--- src/hdl/frc_pkg.sv ---
// Shared types and constants for the frame row change detector.
package frc_pkg;

   localparam int DEF_MAX_WIDTH  = 1024;
   localparam int DEF_MAX_HEIGHT = 1024;
   localparam int QUEUE_DEPTH    = 4;
   localparam int RESULT_DEPTH   = 4;

   localparam int CFG_W         = 11;
   localparam int CSR_INDEX_W   = 1;
   localparam int PIXEL_W       = 32;
   localparam int RGB_W         = 24;
   localparam int ROW_NUM_W     = 10;
   localparam int RSP_TDATA_W   = 16;

   localparam logic [CFG_W-1:0] RESET_FRAME_WIDTH  = 11'd1024;
   localparam logic [CFG_W-1:0] RESET_FRAME_HEIGHT = 11'd768;

   typedef enum logic [CSR_INDEX_W-1:0] {
      REG_FRAME_WIDTH  = 1'b0,
      REG_FRAME_HEIGHT = 1'b1
   } frc_reg_type;

   typedef struct packed {
      logic [RGB_W-1:0] rgb;
      logic             end_of_row;
      logic             last_row;
   } frc_pix_type;

   typedef struct packed {
      logic                 last_row;
      logic                 row_changed;
      logic [ROW_NUM_W-1:0] row_number;
   } frc_result_type;

endpackage

--- src/hdl/frc_front.sv ---
// Front end: configuration registers, pixel intake, row and column tracking.
module frc_front #(
   parameter int MAX_WIDTH  = frc_pkg::DEF_MAX_WIDTH,
   parameter int MAX_HEIGHT = frc_pkg::DEF_MAX_HEIGHT,
   parameter int CW         = $clog2(MAX_WIDTH),
   parameter int RW         = $clog2(MAX_HEIGHT)
) (
   input  logic                              clock,
   input  logic                              reset,
   input  logic                              csr_wen,
   input  logic [frc_pkg::CSR_INDEX_W-1:0]   csr_index,
   input  logic [frc_pkg::CFG_W-1:0]         csr_wdata,
   input  logic                              req_tvalid,
   output logic                              req_tready,
   input  logic [frc_pkg::PIXEL_W-1:0]       req_tdata,
   input  logic                              space_ok,
   input  logic                              clearing,
   output logic                              push,
   output logic [RW+CW-1:0]                  push_addr,
   output frc_pkg::frc_pix_type              push_pix
);

   import frc_pkg::*;

   logic [CFG_W-1:0] cfg_width_ff, cfg_height_ff;
   logic [CW-1:0]    col_ff, col_in;
   logic [RW-1:0]    row_ff, row_in;
   logic [CW:0]      width_eff, col_next;
   logic [RW:0]      height_eff, row_next;
   logic             end_of_row, last_row;

   always_ff @(posedge clock) begin
      if (reset) begin
         cfg_width_ff  <= RESET_FRAME_WIDTH;
         cfg_height_ff <= RESET_FRAME_HEIGHT;
      end else if (csr_wen) begin
         unique case (frc_reg_type'(csr_index))
            REG_FRAME_WIDTH:  cfg_width_ff  <= csr_wdata;
            REG_FRAME_HEIGHT: cfg_height_ff <= csr_wdata;
            default: ;
         endcase
      end
   end

   always_comb begin
      if (cfg_width_ff == '0) begin
         width_eff = (CW+1)'(1);
      end else if (32'(cfg_width_ff) > 32'(MAX_WIDTH)) begin
         width_eff = (CW+1)'(MAX_WIDTH);
      end else begin
         width_eff = (CW+1)'(cfg_width_ff);
      end
      if (cfg_height_ff == '0) begin
         height_eff = (RW+1)'(1);
      end else if (32'(cfg_height_ff) > 32'(MAX_HEIGHT)) begin
         height_eff = (RW+1)'(MAX_HEIGHT);
      end else begin
         height_eff = (RW+1)'(cfg_height_ff);
      end
   end

   always_comb begin
      req_tready = space_ok && !clearing;
      push       = req_tvalid && req_tready;
      col_next   = {1'b0, col_ff} + (CW+1)'(1);
      row_next   = {1'b0, row_ff} + (RW+1)'(1);
      end_of_row = col_next >= width_eff;
      last_row   = row_next >= height_eff;
      col_in     = col_ff;
      row_in     = row_ff;
      if (push) begin
         if (end_of_row) begin
            col_in = '0;
            row_in = last_row ? '0 : row_next[RW-1:0];
         end else begin
            col_in = col_next[CW-1:0];
         end
      end
      push_addr           = {row_ff, col_ff};
      push_pix.rgb        = req_tdata[RGB_W-1:0];
      push_pix.end_of_row = end_of_row;
      push_pix.last_row   = last_row;
   end

   always_ff @(posedge clock) begin
      if (reset) begin
         col_ff <= '0;
         row_ff <= '0;
      end else begin
         col_ff <= col_in;
         row_ff <= row_in;
      end
   end

endmodule

--- config.mk ---
export PLATFORM = sky130hd
export DESIGN_NAME = frc_front
export DESIGN_NICKNAME = d
export VERILOG_FILES = /design/src/hdl/frc_pkg.sv /design/src/hdl/frc_front.sv
export SDC_FILE = /design/constraint.sdc
export NUM_CORES = 1
export LEC_CHECK = 0
export BUFFER_PORTS_ARGS = -buffer_cell sky130_fd_sc_hd__buf_2
export CAP_MARGIN = 40
export CORE_UTILIZATION = 25
export CTS_CLUSTER_SIZE = 25
export DETAILED_ROUTE_END_ITERATION = 12
export REMOVE_ABC_BUFFERS = 1
export SETUP_SLACK_MARGIN = 0.02
export SLEW_MARGIN = 10
export SYNTH_ARGS = -nofsm -noshare
export SYNTH_HDL_FRONTEND = slang
export SYNTH_SLANG_ARGS = --single-unit
--- constraint.sdc ---
create_clock -name clock -period 2.73 [get_ports clock]
set_input_delay 0.546 -clock clock [delete_from_list [all_inputs] [get_ports clock]]
set_output_delay 0.546 -clock clock [all_outputs]
set_load 0.01 [all_outputs]
; Word level (Yosys, flattened, before mapping)
; Index checks and enable logic that the tools add are counted.
; Widths: inputs -> output; s select.
[totals]
ff_bits = 42
inputBits = 50
out_inout_bits = 48
wordCells = 25
[op_classes]
addsub = 2
n_lt_le_gt_ge = 4
mux = 6
bitwise = 1
reduce_logical = 8
[op_table]
columns = cell, count
row1 = $mux 11, 4
row2 = $add 10x1->11 const B, 2
row3 = $ge 11x11->1, 2
row4 = $gt 11x11->1 const B, 2
row5 = $logic_not 11->1, 2
row6 = $mux 10, 2
row7 = $reduce_and 2->1, 3
row8 = $logic_and 1x1->1, 2
row9 = $logic_not 1->1, 1
row10 = $not 1->1, 1

; Depth between registers and ports, before layout
; Gate-level depths: netlist (run 1).
[logic_depth]
depth_word = 5
mapped_depth = 12
ltp_nobuf = 12

; Worst setup path after synthesis (run 1)
; Ideal clock, no wire load.
[synth_path]
kind = reg-to-output
from = register col_ff[0]
to = output port push_pix[1] in the netlist's numbering
t_arrival_ns = 2.492
t_required_ns = 2.184
slack_ns = -0.308
stages_incl_launch_ff = 12
n_path_buf = 2
path_cell_list = dfxtp_1 -> ha_1 -> nand3_1 -> nor2_1 -> xor2_1 -> ha_1 -> a21o_1 -> a221o_1 -> a41oi_2 -> o21ai_2 -> buf_6 -> buf_4
[synth_via]
elab_chain_len = 2
[synth_rtl]
columns = item, line_no
row1 = "start, declared", frc_front.sv:26  ; logic [CW-1:0] col_ff, col_in;
row2 = "start signal, assigned", frc_front.sv:90  ; col_ff <= col_in;
row3 = $add 10x1->11, frc_front.sv:65  ; col_next = {1'b0, col_ff} + (CW+1)'(1);
row4 = $ge 11x11->1, frc_front.sv:67  ; end_of_row = col_next >= width_eff;
row5 = "end, declared", frc_front.sv:20  ; output frc_pkg::frc_pix_type push_pix
; Every way passes these cells.

==> results of run 1 <==
-- worst min-delay path by stage --
stage	end	slack [ps]	cells past startpoint
6_report	cfg_height_ff[0]	480	2
5_1_grt	cfg_height_ff[0]	490	2
4_1_cts	cfg_height_ff[0]	470	2
3_5_place_dp	cfg_height_ff[0]	460	2
3_3_place_gp	cfg_height_ff[0]	460	2
2_1_floorplan	cfg_height_ff[0]	430	2
-- cells by family after synthesis --
group / Yosys count
AOI/OAI and AO/OA: 68
xor gates and xnor gates: 15
adders and majority gates: 24
buffers and inverters: 43
DFF: 42
muxes: 1
and+or+nand+nor: 137
-- registers in the layout, summed over array words and instances, names as in the netlist --
register and flops:
cfg_height_ff 11, row_ff 10, col_ff 10, cfg_width_ff 11
-- power breakdown --
| part | internal [mW] | switching, mW |
|---|---|---|
| clock network | 0.256 | 0.225 |
| registers | 0.625 | 0.0152 |
| logic | 0.0748 | 0.0927 |
| total | 0.955 | 0.332 |
-- worst min-delay path, cell delays in order, from the launching register on --
cell     delay (ps)
dfxtp_1         320
nand2_1          60
a21oi_1          50
-- synth_stat cells --
master,n,area (um2)
nand2_1,77,289
dfxtp_1,42,841
a21oi_1,30,150
buf_4,26,195
ha_1,24,300
nor2_1,13,48.8
o21ai_0,10,50.1
nand3_1,9,45.0
xnor2_1,9,78.8
inv_1,7,26.3
a22o_1,6,52.6
and3_1,6,37.5
nor2b_1,6,37.5
nor3_1,6,30.0
xor2_1,6,52.6
a21o_1,5,37.5
clkbuf_1,5,18.8
nand2b_1,5,31.3
a32o_1,4,40.0
nor4_1,4,25.0
nand4_1,3,18.8
a221o_1,2,20.0
a31oi_1,2,12.5
buf_1,2,7.51
clkinv_1,2,7.51
nor3_4,2,32.5
nor3b_1,2,15.0
o22ai_1,2,12.5
or3_1,2,12.5
a221o_2,1,11.3
a41oi_2,1,16.3
and2_1,1,6.26
and4_1,1,8.76
buf_6,1,11.3
mux2i_1,1,10.0
o211ai_1,1,7.51
o21ai_2,1,8.76
o21bai_1,1,7.51
o311a_1,1,10.0
o31ai_1,1,7.51
-- repair_timing --
item | 4_1_cts | 5_1_grt
buffers inserted | 7 | 5
setup endpoints to repair | 22 | 22
gates resized for setup | 53 | 25
pin swaps | 24 | 26
gates cloned | 1 | 0
-- through the flow --
step,power [mW],instances,setup WS [ps]
global placement,0.794,505,-153
finish,1.29,525,-297
CTS,1.29,520,-320
floorplan,0.732,296,-100
detailed placement,0.798,505,-193
global route,1.35,525,-447
-- per-layer routing --
layer	vias to the layer above	global-route usage (%)	share of wire [%]	wire length (um)
met1	1166	19.3	49	3720
li1	1239	-	-	-
met4	0	4.33	1.6	121
met5	-	0	0	0
met2	82	20.5	43	3250
met3	9	5.05	6.7	508
-- final cells by class --
| cell class | count | area [um2] | share of cell area (%) |
|---|---|---|---|
| multi-input combinational | 245 | 1790 | 50.6 |
| timing repair buffer | 85 | 568 | 16.0 |
| tap | 136 | 170 | 4.80 |
| sequential | 42 | 866 | 24.4 |
| inverter | 9 | 36.3 | 1.02 |
| clock buffer | 8 | 110 | 3.11 |
==> impl_metrics.env, run 1 <==
export IMPL_power_static_leakage_nw=1.55
export IMPL_fill_cells=1087
export IMPL_fin_crit_ps=3030
export IMPL_cp_startpoint="col_ff[1]"
export IMPL_synth_mux_area_share_pct=0.380
export IMPL_htreeDepth=2
export IMPL_rows=37
export IMPL_fin_worst_skew_ps=8.57
export IMPL_slowest_stage="dfxtp_4"
export IMPL_cts_made_buffers=5
export IMPL_path_depth=10
export IMPL_tritoncts="done"
export IMPL_synth_fa_ha_area_share_pct=11.4
export IMPL_synth_cell_types=40
export IMPL_synth_xor_area_share_pct=4.99
export IMPL_drt_wl_total_um=7600
export IMPL_ys_seq_area_share_pct=32.0
export IMPL_placed_area_um2=3010
export IMPL_ir_worst_vdd_uv=154
export IMPL_maxCapViolCount=0
export IMPL_syn_area_per_cell_um2=7.97
export IMPL_diodes=0
export IMPL_cts_hold_buf=0
export IMPL_hold_violations=0
export IMPL_path_buf_inv=1
export IMPL_vias_per_cell=4.75
export IMPL_status="finished with violations"
export IMPL_grt_pass1_wl_um=12200
export IMPL_path_delay_family="compound AO/OA/AOI/OAI gates"
export IMPL_ys_warn_count=0
export IMPL_grt_pass1_vias=2480
export IMPL_cp_endpoint="push_pix[1]"
export IMPL_antenna_found_initial=0
export IMPL_cp_start_kind="flop"
export IMPL_drtIter0Drc=82
export IMPL_synth_seq_cells=42
export IMPL_die_x_um=105
export IMPL_final_common_cell="nand2_1"
export IMPL_drc=0
export IMPL_synth_compound_area_share_pct=16.9
export IMPL_drv_slew=0
export IMPL_drive_gt1_share_pct=37.3
export IMPL_worstMarginPinSlew_ps=656
export IMPL_setup_viol=17
export IMPL_reg2reg_slack_ps=-80
export IMPL_violations="setup timing"
export IMPL_cp_max_fo=4
export IMPL_hold_slack_ps=475
export IMPL_grt_usage_pct=14.1
export IMPL_rsz0062_at_grt="true"
export IMPL_antenna_left=0
export IMPL_fmax_ghz=0.330
export IMPL_r2r_end="row_ff[4]"
export IMPL_arrival_ps=2480
export IMPL_first_pass_iters=4
export IMPL_io_pins=98
export IMPL_cp_slowest_stage_delay_ps=390
export IMPL_grt_max_degree=32
export IMPL_final_cell_mix="nand2_1 (74), buf_2 (40), buf_4 (38), dfxtp_1 (32), a21oi_1 (26)"
export IMPL_max_slew_margin_pct=56.2
export IMPL_tns_ps=-1080
export IMPL_nNetsFinal=462
export IMPL_gp_congestion=0.794
export IMPL_yosys_area_share_simple_pct=24.3
export IMPL_syn2layout_area_growth_pct=34.7
export IMPL_fin_ws_ps=-297
export IMPL_worst_r2r_path_depth=15
export IMPL_cts_sinks=42
export IMPL_cp_end_kind="output port"
export IMPL_die_height_um=105
export IMPL_final_area_um2=3540
export IMPL_hold_class="flop to flop"
export IMPL_ctsLongestPathBuffers=2
export IMPL_vias=2496
export IMPL_initial_utilization_pct=25.6
export IMPL_synth_top_family_by_area="simple AND/OR/NAND/NOR gates"
export IMPL_core_um2=10300
export IMPL_finish_utilization_pct=34.5
export IMPL_critical_path_cell_chain="nand3_4 > nor2_4 > nand4_1 > xnor2_2 > ha_1 > and3_4 > a221o_1 > a41oi_2 > o21ai_2 > buf_2"
export IMPL_crit_required_ps=2180
export IMPL_clk_pin_slew_ps=90
export IMPL_grt_overflow=0
export IMPL_port_buffers=41
export IMPL_netlist_instances=330
export IMPL_die_area_um2=10900
export IMPL_min_from="cfg_height_ff[0]"
export IMPL_finalCritPeriodShare_pct=111
export IMPL_crit_type="flop to output port"
export IMPL_synth_area_um2=2630
export IMPL_power_density_nw_per_um2=363
export IMPL_r2r_start="col_ff[1]"
export IMPL_clk_latency_ps=300
export IMPL_wl_per_cell_um=14.5
export IMPL_hpwl_um=5680
export IMPL_root_buffer="clkbuf_8"
(Power assumes the default switching activity.)
==> run 2: changes to the inputs <==
- SETUP_SLACK_MARGIN: 0.02 -> unset
==> run 2 against run 1 <==
Effect of this change:
- the flow still finishes with violations (setup timing)
- power fell by 0.19%
- sequential share of layout area did not move
- largest cell class unchanged
- non-clock buffer count did not move
- first-iteration DRC count rose by 20%
==> impl_metrics.env, run 2 (synthesis gave the netlist of run 1 again) <==
export IMPL_rows=37
export IMPL_diodes=0
export IMPL_max_slew_margin_pct=57.5
export IMPL_die_x_um=105
export IMPL_vias_per_cell=4.77
export IMPL_antenna_left=0
export IMPL_grt_overflow=0
export IMPL_maxCapViolCount=0
export IMPL_port_buffers=41
export IMPL_drt_wl_total_um=7590
export IMPL_drc=0
export IMPL_clk_latency_ps=300
export IMPL_final_cell_mix="nand2_1 (74), buf_2 (40), buf_4 (38), dfxtp_1 (32), a21oi_1 (26)"
export IMPL_worst_r2r_path_depth=15
export IMPL_ir_worst_vdd_uv=154
export IMPL_setup_viol=16
export IMPL_crit_required_ps=2180
export IMPL_cts_sinks=42
export IMPL_p_int_mw=0.955
export IMPL_hold_end="cfg_height_ff[0]"
export IMPL_initial_utilization_pct=25.6
export IMPL_arrival_ps=2480
export IMPL_power_static_leakage_nw=1.55
export IMPL_min_path_cells=2
export IMPL_fmax_ghz=0.331
export IMPL_fin_crit_ps=3020
export IMPL_final_common_cell="nand2_1"
export IMPL_io_pins=98
export IMPL_met3_length_um=499
export IMPL_cp_startpoint="col_ff[1]"
export IMPL_core_um2=10300
export IMPL_cp_max_fo=4
export IMPL_hold_class="flop to flop"
export IMPL_hold_violations=0
export IMPL_reg2reg_slack_ps=-70
export IMPL_fin_ws_ps=-293
export IMPL_met1Wirelength_um=3710
export IMPL_gp_congestion=0.794
export IMPL_cts_made_buffers=5
export IMPL_power_density_nw_per_um2=363
export IMPL_cp_end_kind="output port"
export IMPL_antenna_found_initial=0
export IMPL_first_pass_iters=4
export IMPL_drive_gt1_share_pct=37.3
export IMPL_die_area_um2=10900
export IMPL_fill_cells=1087
export IMPL_wl_per_cell_um=14.5
export IMPL_crit_type="flop to output port"
export IMPL_grt_max_degree=32
export IMPL_highest_layer="met4"
export IMPL_clk_pin_slew_ps=80
export IMPL_nNetsFinal=462
export IMPL_die_height_um=105
export IMPL_combPwrFrac_pct=13.0
export IMPL_fin_worst_skew_ps=7.31
export IMPL_status="finished with violations"
export IMPL_rsz0062_at_grt="true"
export IMPL_violations="setup timing"
export IMPL_grt_pass1_vias=2480
export IMPL_tns_ps=-1030
export IMPL_p_sw_share_pct=25.7
export IMPL_min_from="cfg_height_ff[0]"
export IMPL_p_sw_mw=0.330
export IMPL_grt_usage_pct=14.1
export IMPL_cp_start_kind="flop"
export IMPL_grt_pass1_wl_um=12200
export IMPL_hpwl_um=5680
export IMPL_drtIter0Drc=98
export IMPL_routed_wl_met2_um=3260
export IMPL_htreeDepth=2
export IMPL_finish_utilization_pct=34.5
export IMPL_cts_hold_buf=0
export IMPL_drv_slew=0
export IMPL_root_buffer="clkbuf_8"
export IMPL_r2r_start="col_ff[1]"
export IMPL_r2r_end="row_ff[4]"
export IMPL_finalCritPeriodShare_pct=111
export IMPL_ctsLongestPathBuffers=2
export IMPL_p_seq_share_pct=49.8
export IMPL_syn2layout_area_growth_pct=34.7
export IMPL_vias=2503
export IMPL_p_clk_share_pct=37.2
export IMPL_worstMarginPinSlew_ps=636
export IMPL_tritoncts="done"
export IMPL_reg_top3="cfg_height_ff x11, cfg_width_ff x11"
run 2: cell counts in the layout (fill, tap and decap cells not counted):
Identical to the previous run, type by type.
run 2: power by group through the flow:
stage	Clock, mW	Sequential, mW	Combinational (mW)
after floorplan	0	0.654	0.0783
after global placement	0	0.656	0.138
after detailed placement	0	0.657	0.141
after CTS	0.490	0.641	0.155
after global routing	0.518	0.642	0.188
final	0.478	0.640	0.168
run 2: repair_timing:
item                                    CTS  global route
gates resized for setup                  51            27
setup buffers                             7             5
gates cloned                              1             0
endpoints found under the setup margin   22            22
pin swaps                                24            27
run 2: final cells by class:
class	count	area, um2	share of cell area, %
Timing Repair Buffer	85	568	16.0
Sequential cell	42	866	24.4
Multi-Input combinational cell	245	1790	50.6
Clock buffer	8	110	3.11
Tap cell	136	170	4.80
Inverter	9	36.3	1.02
run 2: worst max-delay path by stage:
stage,end,slack [ps]
after global routing,push_pix[1],-450
final,push_pix[1],-290
after CTS,push_pix[1],-320
after global placement,push_pix[1],-150
after floorplan,push_pix[1],-100
after detailed placement,col_ff[5],-190
run 2: worst max-delay path: stages, from the launching register on:
cell     delay (ps)
dfxtp_4         390
nand3_4          90
nor2_4          110
nand4_1         160
xnor2_2         180
ha_1            320
and3_4          170
a221o_1         300
a41oi_2         210
o21ai_2          90
buf_2           150
run 2: through the flow:
stage | setup slack [ps] | power (mW) | hold WS [ps] | instance area (um2) | cells
floorplan | -100 | 0.732 | 430 | 2400 | 296
global placement | -153 | 0.794 | 458 | 3010 | 505
detailed placement | -193 | 0.798 | 460 | 3010 | 505
CTS | -320 | 1.29 | 471 | 3390 | 520
global route | -447 | 1.35 | 491 | 3540 | 525
finish | -293 | 1.29 | 475 | 3540 | 525
run 2: routing by layer:
metal	GRT usage, %	up-vias
met5	0	-
met4	4.33	0
met3	5.05	9
met2	20.5	84
met1	19.3	1172
li1	-	1238
==> run 3: changes to the inputs <==
- clock period: 2.73 -> 2.9 ns (I/O delays scaled with it)
==> run 3 against run 2 <==
Effect of this change:
- the run still ends with setup timing left
- via count down 1.5%
- final cell count down 2.3%
- combinational power down 18%
- first-iteration DRC count down 6.1%
- critical path depth unchanged
- non-clock buffer count down 12
- clock skew up 2.6 ps
- hold slack worse by 5.9 ps
- count of clock-buffer cells in the layout down 1
- clock power down 16%
- core utilization down 2.1 points
- critical path type unchanged
- largest cell class unchanged
==> impl_metrics.env, run 3 (synthesis gave the netlist of run 1 again) <==
export IMPL_dp_cells=493
export IMPL_final_common_cell="nand2_1"
export IMPL_antenna_found_initial=0
export IMPL_core_um2=10300
export IMPL_min_from="cfg_height_ff[0]"
export IMPL_grt_pass1_wl_um=11800
export IMPL_cp_end_kind="output port"
export IMPL_crit_required_ps=2320
export IMPL_cp_start_kind="flop"
export IMPL_setup_viol=2
export IMPL_rsz0062_at_grt="true"
export IMPL_finalCritPeriodShare_pct=107
export IMPL_final_cell_mix="nand2_1 (76), buf_2 (40), dfxtp_1 (34), buf_4 (30), a21oi_1 (27)"
export IMPL_cts_made_buffers=5
export IMPL_path_buf_inv=1
export IMPL_cp_max_fo=4
export IMPL_die_area_um2=10900
export IMPL_status="finished with violations"
export IMPL_clk_pin_slew_ps=80
export IMPL_crit_type="flop to output port"
export IMPL_worstMarginPinSlew_ps=687
export IMPL_hpwl_um=5600
export IMPL_drt_wl_total_um=7390
export IMPL_drc=0
export IMPL_slowest_stage="dfxtp_4"
export IMPL_cp_slowest_stage_delay_ps=390
export IMPL_drive_gt1_share_pct=31.3
export IMPL_r2r_start="col_ff[1]"
export IMPL_power_static_leakage_nw=1.45
export IMPL_hold_violations=0
export IMPL_grt_overflow=0
export IMPL_die_height_um=105
export IMPL_cp_startpoint="col_ff[1]"
export IMPL_io_pins=98
export IMPL_wl_per_cell_um=14.4
export IMPL_first_pass_iters=5
export IMPL_tritoncts="done"
export IMPL_ctsLongestPathBuffers=2
export IMPL_path_delay_family="compound AO/OA/AOI/OAI gates"
export IMPL_nNetsFinal=450
export IMPL_grt_max_degree=22
export IMPL_hold_class="flop to flop"
export IMPL_drtIter0Drc=92
export IMPL_vias=2466
export IMPL_htreeDepth=2
export IMPL_root_buffer="clkbuf_8"
export IMPL_gp_congestion=0.793
export IMPL_die_x_um=105
export IMPL_diodes=0
export IMPL_port_buffers=41
export IMPL_critical_path_cell_chain="nand3_4 > nor2_4 > nand4_1 > xnor2_2 > ha_1 > and3_4 > a221o_1 > a41oi_2 > o21ai_2 > buf_2"
export IMPL_fin_worst_skew_ps=9.90
export IMPL_drv_slew=0
export IMPL_arrival_ps=2540
export IMPL_rows=37
export IMPL_clk_latency_ps=300
export IMPL_maxCapViolCount=0
export IMPL_max_slew_margin_pct=54.1
export IMPL_antenna_left=0
export IMPL_instances_no_fill=513
export IMPL_vias_per_cell=4.81
export IMPL_initial_utilization_pct=25.6
export IMPL_fmax_ghz=0.321
export IMPL_grt_usage_pct=13.7
export IMPL_grt_pass1_vias=2391
export IMPL_reg_top3="cfg_height_ff x11, cfg_width_ff x11"
export IMPL_ir_worst_vdd_uv=144
export IMPL_power_density_nw_per_um2=343
export IMPL_power_mw=1.14
export IMPL_syn2layout_area_growth_pct=26.4
export IMPL_fin_ws_ps=-216
export IMPL_fin_crit_ps=3120
export IMPL_violations="setup timing"
export IMPL_cts_sinks=42
[run 3: power breakdown]
group | leakage (nW) | internal (mW) | switching (mW) | total, mW
clock network | 0.0482 | 0.192 | 0.208 | 0.400
registers | 0.347 | 0.588 | 0.0146 | 0.603
logic | 1.05 | 0.0575 | 0.0805 | 0.138
[run 3: area by class of cell]
cell class,instances,area [um2]
Sequential cell,42,863
Clock buffer,7,86.3
Multi-Input combinational cell,245,1710
Inverter,9,33.8
Clock inverter,1,5.00
Fill cell,1119,6950
Tap cell,136,170
Timing Repair Buffer,73,459
[run 3: final timing paths]
check / endpoint / cells after the start / slack (ps)
worst max-delay path: push_pix[1] / 10 / -220
worst min-delay path: cfg_height_ff[0] / 2 / 470
worst max register to register: col_ff[7] / 13 / 60
worst min register to register: cfg_height_ff[0] / 2 / 470
[run 3: what timing repair did]
action / in CTS / in global routing
setup endpoints to repair: 14 / 16
buffers inserted: 6 / 6
pin swaps: 14 / 13
gates resized for setup: 34 / 16
hold buffers: 0 / 0
[run 3: layer usage]
layer	up-vias	wire [um]	GRT usage (%)
met1	1160	3700	19.2
li1	1217	-	-
met4	0	98	4.53
met3	8	527	5.05
met5	-	0	0
met2	81	3060	19.2
[run 3: worst register-to-register path, stage by stage, from the launching register on]
cell and delay, ps:
dfxtp_4 390, nand3_4 100, nor2_4 120, nand4_1 170
xnor2_2 230, ha_1 280, and3_4 180, a221o_1 310
a41oi_2 220, o21ai_2 100, buf_4 190, nor3_4 220
buf_6 150, a22o_1 150
[run 3: through the flow]
step | setup TNS (ps) | worst slack (ps) | cell area (um2) | hold slack (ps) | utilization (%)
CTS | -320 | -251 | 3190 | 469 | 31.1
detailed placement | -1090 | -152 | 2920 | 458 | 28.5
global placement | -137 | -23.6 | 2920 | 458 | 28.5
floorplan | 0 | 35.6 | 2400 | 430 | -
finish | -248 | -216 | 3330 | 469 | 32.4
global route | -978 | -338 | 3330 | 505 | 32.4
