**src/hdl/frc_fifo.sv**
```systemverilog
// Small register-based first-in first-out queue with an occupancy count.
module frc_fifo #(
   parameter int DATA_W = 8,
   parameter int DEPTH  = 4
) (
   input  logic                       clock,
   input  logic                       reset,
   input  logic                       push,
   input  logic [DATA_W-1:0]          push_data,
   input  logic                       pop,
   output logic [DATA_W-1:0]          pop_data,
   output logic [$clog2(DEPTH):0]     count
);

   localparam int PW = $clog2(DEPTH);

   logic [DATA_W-1:0] slot_ff [DEPTH];
   logic [PW-1:0]     wr_ptr_ff, wr_ptr_in;
   logic [PW-1:0]     rd_ptr_ff, rd_ptr_in;
   logic [PW:0]       count_ff, count_in;

   always_comb begin
      wr_ptr_in = push ? wr_ptr_ff + PW'(1) : wr_ptr_ff;
      rd_ptr_in = pop ? rd_ptr_ff + PW'(1) : rd_ptr_ff;
      count_in  = count_ff + (PW+1)'(push) - (PW+1)'(pop);
   end

   always_ff @(posedge clock) begin
      if (reset) begin
         wr_ptr_ff <= '0;
         rd_ptr_ff <= '0;
         count_ff  <= '0;
      end else begin
         wr_ptr_ff <= wr_ptr_in;
         rd_ptr_ff <= rd_ptr_in;
         count_ff  <= count_in;
      end
   end

   always_ff @(posedge clock) begin
      if (push) begin
         slot_ff[wr_ptr_ff] <= push_data;
      end
   end

   assign pop_data = slot_ff[rd_ptr_ff];
   assign count    = count_ff;

endmodule

```
**config.mk**
```make
export PLATFORM = sky130hd
export DESIGN_NAME = frc_fifo
export DESIGN_NICKNAME = d
export VERILOG_FILES = /design/src/hdl/frc_fifo.sv
export SDC_FILE = /design/constraint.sdc
export NUM_CORES = 1
export LEC_CHECK = 0
export ABC_AREA = 1
export ABC_CLOCK_PERIOD_IN_PS = 2700
export BUFFER_PORTS_ARGS = -buffer_cell sky130_fd_sc_hd__clkbuf_2
export CORE_MARGIN = 8
export CORE_UTILIZATION = 36
export DETAILED_ROUTE_END_ITERATION = 12
export REMOVE_ABC_BUFFERS = 1
export SLEW_MARGIN = 25
export SYNTH_ARGS = -nofsm -noshare
export SYNTH_HDL_FRONTEND = slang
export SYNTH_SLANG_ARGS = --single-unit
```
**constraint.sdc**
```tcl
create_clock -name clock -period 2.7 [get_ports clock]
set_input_delay 0.27 -clock clock [delete_from_list [all_inputs] [get_ports clock]]
set_output_delay 0.27 -clock clock [all_outputs]
set_load 0.05 [all_outputs]
```
# Yosys cells after proc, flatten, opt, wreduce, memory -nomap -nowiden
# Memories as Yosys holds them, arrays and structs flattened. A register that Yosys moved wholly into a read port is not among the register bits.
# Cells that the tools add are included.
classes:
  n_mux: 4
  n_addsub: 4
ops:
  columns: ["op", "count"]
  rows:
  - ["$add 2x1->2 const B", 2]
  - ["$mux 2", 2]
  - ["$add 3x1->3", 1]
  - ["$sub 3x1->3", 1]
  - ["$mux 1", 2]
word_totals:
  output_inout_bits: 11
  n_memories: 1
  mem_bits_rw: 32
  word_cells: 12
  in_bits: 12
  regBits: 7
mem_list:
  columns: ["memory", "words", "width", "read_ports", "rd_ports_with_merged_regs", "write_ports", "line", "rtl"]
  rows:
  - ["slot_ff", 4, 8, 1, 1, 1, "17", "logic [DATA_W-1:0] slot_ff [DEPTH];"]

# Depth between registers and ports, before layout
# Gate-level depths: netlist (run 1).
logic_depth:
  word_depth: 3
  mapped_depth: 8
  mapped_depth_nobuf: 8

# Worst setup path after synthesis (run 1)
# Ideal clock, no wire load.
synth_timing:
  path_type: "reg-to-reg"
  startpoint: "register count_ff[0], in the netlist count[0]"
  endpoint: "register count_ff[2], in the netlist count[2]"
  setup_slack_ns: 0.843
  path_stages_with_launch: 9
  t_required_ns: 2.630
  synth_period_minus_slack_ns: 1.857
  setup_time_ns: 0.070
  path_buffers: 0
  arrival_ns: 1.787
  cell_sequence: "dfxtp_1 -> inv_1 -> ha_1 -> inv_1 -> ha_1 -> fa_1 -> inv_1 -> nand3_1 -> a21oi_1"
synth_via:
  elab_chain_cells: 2
synth_rtl:
  columns: ["element", "line", "rtl"]
  rows:
  - ["from (decl)", "20", "logic [PW:0] count_ff, count_in;"]
  - ["from (signal assigned)", "36", "count_ff <= count_in;"]
  - ["$add 3x1->3", "25", "count_in = count_ff + (PW+1)'(push) - (PW+1)'(pop);"]
  - ["$sub 3x1->3", "25", null]
# Every way passes these cells.
# A chain may end at the register's enable or synchronous reset.

==> results of run 1 <==
-- power by group through the flow --
stage / Combinational (mW) / Sequential [mW] / Clock, mW
floorplan: 0.154 / 0.792 / 0
global placement: 0.254 / 0.754 / 0
finish: 0.256 / 0.742 / 0.455
detailed placement: 0.261 / 0.756 / 0
global route: 0.287 / 0.746 / 0.491
CTS: 0.261 / 0.742 / 0.466
-- per-layer routing --
layer  up-vias  GRT usage [%]  wire, µm
met5         -              0         0
met4         0           3.30        25
met3         5           3.58       212
met2        23           13.1      1200
met1       460           8.44      1160
li1        522              -         -
-- worst max-delay path: cells and delay by family, from the launching register on --
family | cells | cell delay (ns)
flip-flops | 1 | 0.75
buffers and inverters | 2 | 0.41
AO/OA/AOI/OAI | 2 | 0.28
-- synth_stat cells, drive strengths merged --
cell type	count	share of area, %
buf	4	2.7
o21ai	24	7.2
ha	6	4.5
fa	1	1.2
inv	19	4.4
nor2	27	6.1
edfxtp	32	57
nand2	12	2.7
nand3	1	0.30
a211oi	1	0.45
dfxtp	9	11
nor3b	1	0.45
a21oi	3	1.1
nor3	2	0.60
clkbuf	1	0.22
-- layout make-up --
cell class,instances,area [µm²],area share (%)
Clock buffer,6,72.6,3.80
Sequential cell,41,1140,59.8
Tap cell,54,67.6,3.54
Multi-Input combinational cell,78,410,21.5
Inverter,19,73.8,3.87
Timing Repair Buffer,22,110,5.77
Clock inverter,2,33.8,1.77
-- final timing paths --
kind / from / end / depth (start not counted)
hold reg to reg: wr_ptr_ff[0] / wr_ptr_ff[0] / 2
setup reg to reg: count[0] / count[2] / 8
setup / recovery: register / pop_data[3] / 4
hold / removal: push_data[1] / slot_ff[3][1] / 1
-- stage by stage --
stage,hold WS (ns),util (%)
floorplan,0.339,-
global placement,0.488,39.2
detailed placement,0.489,39.2
CTS,0.196,41.5
global route,0.200,41.5
finish,0.207,41.5
-- flip-flops by register name, summed over array words and instances, names as in the netlist, named ones only --
name	flops
wr_ptr_ff	2
slot_ff	32
rd_ptr_ff	2
count	3
-- logic make-up after synthesis --
family | after synthesis | share of synthesized area (%)
adders and majority gates | 7 | 5.68
AOI/OAI and AO/OA | 28 | 8.74
DFF | 41 | 68.2
buffers and inverters | 24 | 7.32
and+or+nand+nor | 43 | 10.1
==> metrics.cfg, run 1 <==
[status]
status = complete, no violations

[critical_path]
setup.worst_path.start_class = register
cp-end-kind = output port
critPathRequiredTime_ns = 2.43
critical_path.cell_chain = inv_4 -> o21ai_0 -> o21ai_1 -> clkbuf_2
worst_path_max_delay_cell = dfxtp_1
critPathArrivalTime_ns = 1.72
worst-r2r-setup-slack_ns = 1.12
max_stage_delay_on_crit_path_ns = 0.75
path_max_fanout = 18
worst-setup-path-type = reg2out

[sta]
grt_setup_unrepaired = false
timing.final.setup_violations = 0
setup_total_negative_slack_ns = 0
timing.final.ws_setup_ns = 0.707
fin_crit_sh_pct = 73.8
clock.fmax_ghz = 0.502
finalCriticalPeriod_ns = 1.99
drv_slew = 0
max-slew-margin-rel_pct = 55.2
timing_hold_violations_final = 0
transition_time_at_the_pin_with_the_least_slew_margin_ns = 0.670
clock_skew_ns = 0.00205

[finish]
total_inserted_antenna_cells = 0
final_instance_area_mm2 = 0.00191
layout-area-overhead-vs-synth_pct = 14.1
layout_commonest_cell = edfxtp_1
finalNonFillerCells = 222
number_of_fillers_in_the_final_layout = 417
share_of_post_route_cells_with_drive_strength_above_1_pct = 18.5
layout.cells.most_common_list = edfxtp_1 (32), nor2_1 (27), clkbuf_2 (22)
finish.net_count = 186

[power]
power.switching_fraction_pct = 27.2
pwr-share-seq_pct = 51.1
sum_of_internal_switching_and_leakage_power_mw = 1.45
power.density_mw_per_mm2 = 761
switching_power_uw = 396
pwr-share-clk_pct = 31.3
leakage_nw = 0.781
worst_ir_drop_vdd_uv = 515
share_comb_of_total_power_pct = 17.6
p_int_mw = 1.06

[floorplanning]
dieArea_mm2 = 0.00709
io-pin-count = 23
floorplan.rows = 25
coreArea_mm2 = 0.00460
die_width_um = 84.2
chipHeight_um = 84.2
initial_utilization_pct = 36.4

[placed_design]
detailedPlacementHpwl_mm = 1.91
port_buffers = 22
routabilityCongestion = 0.681
placedInstanceArea_mm2 = 0.00180
dpl_worst_slack_ns = 0.985
post-place-cells = 214

[routing]
via_count = 1010
wirelength_mm = 2.60
detail_route.vias_per_cell = 4.55
drcViolationCount = 0
drt-initial-drc-count = 39
drt_pre_antenna_iters = 4
wl_per_cell_um = 11.7
ant_nets = 0

[clocking]
tritoncts.num_buffers = 5
ctsRootBufferMaster = clkbuf_8
clock-sinks = 41
h_tree_lvls = 2
cts_hold_buf = 0
cts_max_path_buffers = 2
clk-insertion-delay-late_ns = 0.28
tritoncts = done
clk_pin_slew_ns = 0.07
post-cts-setup-buffers = 0
cts_repair_resize_count = 0

[job]
maxCapViolations = 0

[global_routing]
grt_start_max_net_pins = 19
grt_first_pass_wirelength_mm = 4.53
grt_pass1_vias = 1048
globalRouteOverflowTotal = 0
antenna_found_initial = 0
grt_usage_pct = 7.88

[yosys]
synth_seq_cells = 41
yosys_warnings = 0
avgSynthCellArea_um2 = 11.7
syn_inst = 143
post_synth_num_cell_types = 19
synth-seq-area-share_pct = 68.2
synth.cell_area_mm2 = 0.00167

[worst_hold_path]
min-delay-path-class = in2reg

No activity file was read; power rests on OpenSTA's default activity.
==> run 2: changes to the inputs <==
--- a/config.mk
+++ b/config.mk
@@ -5,8 +5,8 @@
 export SDC_FILE = /design/constraint.sdc
 export NUM_CORES = 1
 export LEC_CHECK = 0
-export ABC_AREA = 1
-export ABC_CLOCK_PERIOD_IN_PS = 2700
+export ABC_AREA = 0
+export ABC_CLOCK_PERIOD_IN_PS = 1800
 export BUFFER_PORTS_ARGS = -buffer_cell sky130_fd_sc_hd__clkbuf_2
 export CORE_MARGIN = 8
 export CORE_UTILIZATION = 36
==> constraint.sdc (replaced) <==
create_clock -name clock -period 1.8 [get_ports clock]
set_input_delay 0.18 -clock clock [delete_from_list [all_inputs] [get_ports clock]]
set_output_delay 0.18 -clock clock [all_outputs]
set_load 0.05 [all_outputs]
==> metrics.cfg, run 2 <==
[status]
status = complete, no violations  ; unchanged

[critical_path]
cp-end-kind = output port  ; unchanged
worst_reg2reg_endpoint = count[2]  ; unchanged
max_stage_delay_on_crit_path_ns = 0.53  ; was 0.75 ns
setup.worst_path.start_class = register  ; unchanged
ff2ff_path_depth = 7  ; was 8
regToRegStartpoint = count[0]  ; unchanged
path_depth = 3  ; was 4
worst-setup-path-type = reg2out  ; unchanged
setup.worst_path.end = pop_data[7]  ; was pop_data[3]
worst-r2r-setup-slack_ns = 0.11  ; was 1.12 ns
critPathRequiredTime_ns = 1.62  ; was 2.43 ns
path_max_fanout = 8  ; was 18
critical_path.n_buffers_inverters = 2  ; unchanged
critical_path.cell_chain = buf_6 -> mux4_2 -> clkbuf_4  ; was inv_4 -> o21ai_0 -> o21ai_1 -> clkbuf_2
crit_family = multiplexers  ; was flip-flops
critPathArrivalTime_ns = 1.54  ; was 1.72 ns
worst_path_max_delay_cell = mux4_2  ; was dfxtp_1

[yosys]
post_synth_num_cell_types = 17  ; was 19
syn_inst = 82  ; was 143
synth-main-ff-cell = edfxtp_1  ; unchanged
synth_top_area_share_pct = 60.6  ; was 57.4%
yosys-top-cells-count = edfxtp_1 (32), dfxtp_1 (9), mux4_2 (8)  ; was edfxtp_1 (32), nor2_1 (27), o21ai_1 (18)
yosys_warnings = 0  ; unchanged
synth_edf_count = 32  ; unchanged
synth-seq-area-share_pct = 72.0  ; was 68.2%
avgSynthCellArea_um2 = 19.3  ; was 11.7 µm²
ys_async_sr_fraction_pct = 0  ; unchanged
synth_top_cells_by_area = edfxtp_1 (61%), dfxtp_1 (11%), mux4_2 (11%)  ; was edfxtp_1 (57%), dfxtp_1 (11%), nor2_1 (6.1%)
yosysMostFrequentCell = edfxtp_1  ; unchanged
synth.cell_area_mm2 = 0.00159  ; was 0.00167 mm²
synth_seq_cells = 41  ; unchanged
synth_top_cell_by_area = edfxtp_1  ; unchanged

[global_routing]
globalRouteOverflowTotal = 0  ; unchanged
grt_pass1_vias = 890  ; was 1048
grt_start_max_net_pins = 13  ; was 19
grt_first_pass_wirelength_mm = 4.22  ; was 4.53 mm
antenna_found_initial = 0  ; unchanged
grt_usage_pct = 8.74  ; was 7.88%

[finish]
layout-area-overhead-vs-synth_pct = 17.8  ; was 14.1%
max_flop_register = slot_ff  ; unchanged
final_instance_area_mm2 = 0.00187  ; was 0.00191 mm²
total_inserted_antenna_cells = 0  ; unchanged
share_of_post_route_cells_with_drive_strength_above_1_pct = 36.0  ; was 18.5%
layout_commonest_cell = edfxtp_1  ; unchanged
flip_flop_count_of_the_largest_register_all_copies_and_words_added = 32  ; unchanged
finalNonFillerCells = 163  ; was 222
layout.cells.most_common_list = edfxtp_1 (32), clkbuf_2 (19), mux4_2 (8), dfxtp_1 (8)  ; was edfxtp_1 (32), nor2_1 (27), clkbuf_2 (22)
number_of_fillers_in_the_final_layout = 383  ; was 417
finish.net_count = 129  ; was 186

[routing]
wirelength_mm = 2.53  ; was 2.60 mm
ant_nets = 0  ; unchanged
drcViolationCount = 0  ; unchanged
via_count = 772  ; was 1010
wl_per_cell_um = 15.5  ; was 11.7 µm
drt_pre_antenna_iters = 2  ; was 4
detail_route.vias_per_cell = 4.74  ; was 4.55
drt-initial-drc-count = 84  ; was 39

[sta]
timing.final.ws_setup_ns = 0.0808  ; was 0.707 ns
fin_crit_sh_pct = 95.5
max-slew-margin-rel_pct = 70.6  ; was 55.2%
transition_time_at_the_pin_with_the_least_slew_margin_ns = 0.441  ; was 0.670 ns
drv_slew = 0  ; unchanged
finalCriticalPeriod_ns = 1.72
timing_hold_violations_final = 0  ; unchanged
grt_setup_unrepaired = false  ; unchanged
clock.fmax_ghz = 0.582
clock_skew_ns = 0.00686  ; was 0.00205 ns
timing.final.setup_violations = 0  ; unchanged

[power]
power.density_mw_per_mm2 = 1200  ; was 761 mW/mm²
worst_ir_drop_vdd_uv = 637  ; was 515 µV
leakage_nw = 0.692  ; was 0.781 nW

[clocking]
clock-sinks = 41  ; unchanged
clk_pin_slew_ns = 0.07  ; about the same
tritoncts = done  ; unchanged
h_tree_lvls = 2  ; unchanged
ctsRootBufferMaster = clkbuf_8  ; unchanged
cts_max_path_buffers = 2  ; unchanged
clk-insertion-delay-late_ns = 0.29  ; was 0.28 ns
post-cts-setup-buffers = 0  ; unchanged
tritoncts.num_buffers = 5  ; unchanged
cts_hold_buf = 0  ; unchanged

[placed_design]
port_buffers = 22  ; unchanged
routabilityCongestion = 0.640  ; was 0.681
dpl_worst_slack_ns = 0.0517  ; was 0.985 ns
placedInstanceArea_mm2 = 0.00175  ; was 0.00180 mm²
post-place-cells = 155  ; was 214
detailedPlacementHpwl_mm = 1.80  ; was 1.91 mm

[floorplanning]
floorplan.rows = 24  ; was 25
io-pin-count = 23  ; unchanged
chipHeight_um = 82.4  ; was 84.2 µm
die_width_um = 82.4  ; was 84.2 µm
dieArea_mm2 = 0.00678  ; was 0.00709 mm²
initial_utilization_pct = 36.9  ; was 36.4%
coreArea_mm2 = 0.00429  ; was 0.00460 mm²

[job]
maxCapViolations = 0  ; unchanged

[worst_hold_path]
min-delay-path-class = in2reg  ; unchanged

==> run 2: cell types whose count changed in the layout (fill, tap and decap cells not counted), moves of 2 or more <==
cell / before / now
xnor2_1: 0 / 2
o21ai_0: 6 / 0
o21ai_1: 18 / 0
mux4_2: 0 / 8
buf_2: 0 / 2
nor2_1: 27 / 5
nor3_1: 2 / 0
clkbuf_2: 22 / 19
nor2b_1: 0 / 2
nand2_1: 12 / 0
inv_1: 17 / 6
and2_1: 0 / 4
==> run 2: cell families (layout without fill, tap and decap cells) <==
| family | count (synthesis) | after routing | share of synthesized area [%] |
|---|---|---|---|
| xor+xnor | 3 | 3 | 2.60 |
| buf+inv | 8 | 37 | 2.45 |
| fa+ha+maj | 7 | 7 | 6.00 |
| flops | 41 | 41 | 72.0 |
| compound gates | 2 | 2 | 0.947 |
| mux | 9 | 9 | 12.0 |
| simple gates | 12 | 12 | 4.03 |
==> run 2: worst min-delay path by stage <==
stage / start / endpoint / depth (start not counted) / slack [ns]
3_3_place_gp: push_data[4] / slot_ff[1][4] / 1 / 0.39
3_5_place_dp: push_data[6] / slot_ff[2][6] / 1 / 0.40
4_1_cts: push_data[3] / slot_ff[2][3] / 1 / 0.09
2_1_floorplan: reset / count[0] / 1 / 0.25
6_report: push_data[3] / slot_ff[2][3] / 1 / 0.10
5_1_grt: push_data[3] / slot_ff[2][3] / 1 / 0.09
==> run 2: area by class of cell <==
type,instances,area [µm²],share of cell area [%]
Sequential cell,41,1140,61.2
Multi-Input combinational cell,33,408,21.8
Timing Repair Buffer,23,124,6.63
Clock buffer,6,72.6,3.88
Tap cell,52,65.1,3.48
Clock inverter,2,33.8,1.81
Inverter,6,22.5,1.21
==> run 2: worst reg2reg max path: cells and delay by family (launching register included) <==
kind	cells	cell delay [ns]
XOR/XNOR	1	0.34
adder cells (fa/ha/maj)	3	0.80
buffers and inverters	2	0.08
flip-flops	1	0.33
AND/OR/NAND/NOR	1	0.09
==> run 2: power breakdown <==
| part | leakage, nW | internal (mW) | switching (mW) | total, mW |
|---|---|---|---|---|
| combinational | 0.271 | 0.153 | 0.268 | 0.421 |
| sequential | 0.369 | 1.09 | 0.0320 | 1.12 |
| clock | 0.0528 | 0.409 | 0.292 | 0.701 |
==> run 2: through the flow <==
step / hold slack, ns / utilization, % / power, mW / TNS (ns)
floorplan: 0.252 / - / 1.46 / -0.255
global placement: 0.394 / 40.8 / 1.55 / 0
detailed placement: 0.404 / 40.8 / 1.57 / 0
CTS: 0.0936 / 43.3 / 2.27 / 0
global route: 0.0911 / 43.5 / 2.35 / 0
finish: 0.104 / 43.5 / 2.24 / 0
==> run 2: per-layer routing <==
layer  share of wire (%)  routed length, µm  track usage (%)  vias up
met3                 8.1                204             4.00        8
met4                 2.5                 63             5.26        0
li1                    -                  -                -      360
met2                  49               1230             14.2       23
met1                  41               1040             9.12      381
met5                   0                  0                0        -
==> run 2: timing repair <==
| item | CTS | global route |
|---|---|---|
| resized for setup | 1 | 5 |
| endpoints found under the setup margin | 1 | 9 |
| hold endpoints to repair | 0 | 0 |
==> run 3: changes to the inputs <==
--- a/config.mk
+++ b/config.mk
@@ -6,7 +6,7 @@
 export NUM_CORES = 1
 export LEC_CHECK = 0
 export ABC_AREA = 0
-export ABC_CLOCK_PERIOD_IN_PS = 1800
+export ABC_CLOCK_PERIOD_IN_PS = 2000
 export BUFFER_PORTS_ARGS = -buffer_cell sky130_fd_sc_hd__clkbuf_2
 export CORE_MARGIN = 8
 export CORE_UTILIZATION = 36
==> constraint.sdc (replaced) <==
create_clock -name clock -period 2 [get_ports clock]
set_input_delay 0.2 -clock clock [delete_from_list [all_inputs] [get_ports clock]]
set_output_delay 0.2 -clock clock [all_outputs]
set_load 0.05 [all_outputs]
==> metrics.cfg, run 3 (synthesis gave the netlist of run 2 again) <==
[finish]
finish.net_count = 129  ; unchanged
share_of_post_route_cells_with_drive_strength_above_1_pct = 33.6  ; was 36.0%
layout_commonest_cell = edfxtp_1  ; unchanged
number_of_fillers_in_the_final_layout = 408  ; was 383
layout.cells.most_common_list = edfxtp_1 (32), clkbuf_2 (22), dfxtp_1 (9)  ; was edfxtp_1 (32), clkbuf_2 (19), mux4_2 (8), dfxtp_1 (8)
max_flop_register = slot_ff  ; unchanged
finish.utilization_pct = 42.6  ; was 43.5%
layout-area-overhead-vs-synth_pct = 15.3  ; was 17.8%
total_inserted_antenna_cells = 0  ; unchanged
flip_flop_count_of_the_largest_register_all_copies_and_words_added = 32  ; unchanged

[sta]
timing_hold_violations_final = 0  ; unchanged
clock.fmax_ghz = 0.560
max-slew-margin-rel_pct = 69.4  ; was 70.6%
drv_slew = 0  ; unchanged
clock_skew_ns = 0.00617  ; was 0.00686 ns
grt_setup_unrepaired = false  ; unchanged
transition_time_at_the_pin_with_the_least_slew_margin_ns = 0.460  ; was 0.441 ns
fin_crit_sh_pct = 89.2
worst_hold_slack_ns = 0.127  ; was 0.104 ns
finalCriticalPeriod_ns = 1.78
timing.final.setup_violations = 0  ; unchanged

[routing]
drt-initial-drc-count = 56  ; was 84
wl_per_cell_um = 16.1  ; was 15.5 µm
drt_pre_antenna_iters = 4  ; was 2
via_count = 755  ; was 772
drcViolationCount = 0  ; unchanged
detail_route.vias_per_cell = 4.66  ; was 4.74
wirelength_mm = 2.61  ; was 2.53 mm
ant_nets = 0  ; unchanged

[global_routing]
grt_usage_pct = 9.11  ; was 8.74%
grt_first_pass_wirelength_mm = 4.33  ; was 4.22 mm
globalRouteOverflowTotal = 0  ; unchanged
antenna_found_initial = 0  ; unchanged
grt_pass1_vias = 870  ; was 890
grt_start_max_net_pins = 12  ; was 13

[power]
leakage_nw = 0.677  ; was 0.692 nW
worst_ir_drop_vdd_uv = 506  ; was 637 µV
power.density_mw_per_mm2 = 1020  ; was 1200 mW/mm²
sum_of_internal_switching_and_leakage_power_mw = 1.87  ; was 2.24 mW

[clocking]
tritoncts.num_buffers = 5  ; unchanged
cts_hold_buf = 0  ; unchanged
cts_max_path_buffers = 2  ; unchanged
h_tree_lvls = 2  ; unchanged
post-cts-setup-buffers = 0  ; unchanged
tritoncts = done  ; unchanged
cts_repair_resize_count = 0  ; was 1
clk_pin_slew_ns = 0.07  ; about the same
clock-sinks = 41  ; unchanged
ctsRootBufferMaster = clkbuf_8  ; unchanged
clk-insertion-delay-late_ns = 0.29  ; about the same

[floorplanning]
io-pin-count = 23  ; unchanged
initial_utilization_pct = 36.9  ; unchanged
dieArea_mm2 = 0.00678  ; unchanged
die_width_um = 82.4  ; unchanged
coreArea_mm2 = 0.00429  ; unchanged
floorplan.rows = 24  ; unchanged
chipHeight_um = 82.4  ; unchanged

[placed_design]
routabilityCongestion = 0.606  ; was 0.640
port_buffers = 22  ; unchanged

[critical_path]
critPathArrivalTime_ns = 1.58  ; was 1.54 ns
setup.worst_path.end = pop_data[7]  ; unchanged
ff2ff_path_depth = 7  ; unchanged
worst-setup-path-type = reg2out  ; unchanged
worst-r2r-setup-slack_ns = 0.26  ; was 0.11 ns
setup.worst_path.start_class = register  ; unchanged
path_max_fanout = 8  ; unchanged
regToRegStartpoint = count[0]  ; unchanged
cp-end-kind = output port  ; unchanged
critPathRequiredTime_ns = 1.80  ; was 1.62 ns
worst_reg2reg_endpoint = count[2]  ; unchanged

[status]
status = complete, no violations  ; unchanged

[worst_hold_path]
min-delay-path-class = in2reg  ; unchanged

[job]
maxCapViolations = 0  ; unchanged

## run 3: how the worst min path moves through the flow
stage / cells past startpoint / to / startpoint / slack, ns
after global placement: 1 / slot_ff[1][4] / push_data[4] / 0.41
after floorplan: 1 / count[0] / reset / 0.27
after global routing: 1 / slot_ff[2][3] / push_data[3] / 0.12
after detailed placement: 1 / slot_ff[1][0] / push_data[0] / 0.43
after CTS: 1 / slot_ff[2][3] / push_data[3] / 0.12
final: 1 / slot_ff[2][3] / push_data[3] / 0.13
## run 3: metal layers
layer,wire length [µm],share of wire [%],vias to the layer above,track usage [%]
met5,0,0,-,0
met2,1260,48,23,14.5
met4,68,2.6,0,5.79
met1,1060,41,370,9.81
li1,-,-,356,-
met3,213,8.2,6,3.90
## run 3: layout make-up
cell class | count | area, µm² | area share [%]
Sequential cell | 41 | 1140 | 62.4
Multi-Input combinational cell | 33 | 405 | 22.2
Timing Repair Buffer | 23 | 118 | 6.43
Clock buffer | 6 | 72.6 | 3.97
Tap cell | 52 | 65.1 | 3.56
Inverter | 6 | 22.5 | 1.23
Clock inverter | 1 | 3.75 | 0.205
## run 3: stage by stage
stage / worst slack (ns) / TNS (ns) / std cells / cell area [µm²]
after global routing: 0.150 / 0 / 162 / 1830
after detailed placement: 0.244 / 0 / 155 / 1750
final: 0.215 / 0 / 162 / 1830
after floorplan: -0.0331 / -0.0331 / 80 / 1570
after global placement: 0.328 / 0 / 155 / 1750
after CTS: 0.182 / 0 / 162 / 1830
## run 3: where the power goes
| group | switching [mW] | internal [mW] | leakage (nW) |
|---|---|---|---|
| combinational | 0.243 | 0.134 | 0.270 |
| sequential | 0.0303 | 0.979 | 0.368 |
| clock | 0.250 | 0.235 | 0.0387 |
| total | 0.523 | 1.35 | 0.677 |
## run 3: worst max-delay path, cell delays in order, from the launching register on
cell	delay, ns
dfxtp_1	0.31
buf_4	0.20
mux4_2	0.54
clkbuf_2	0.26
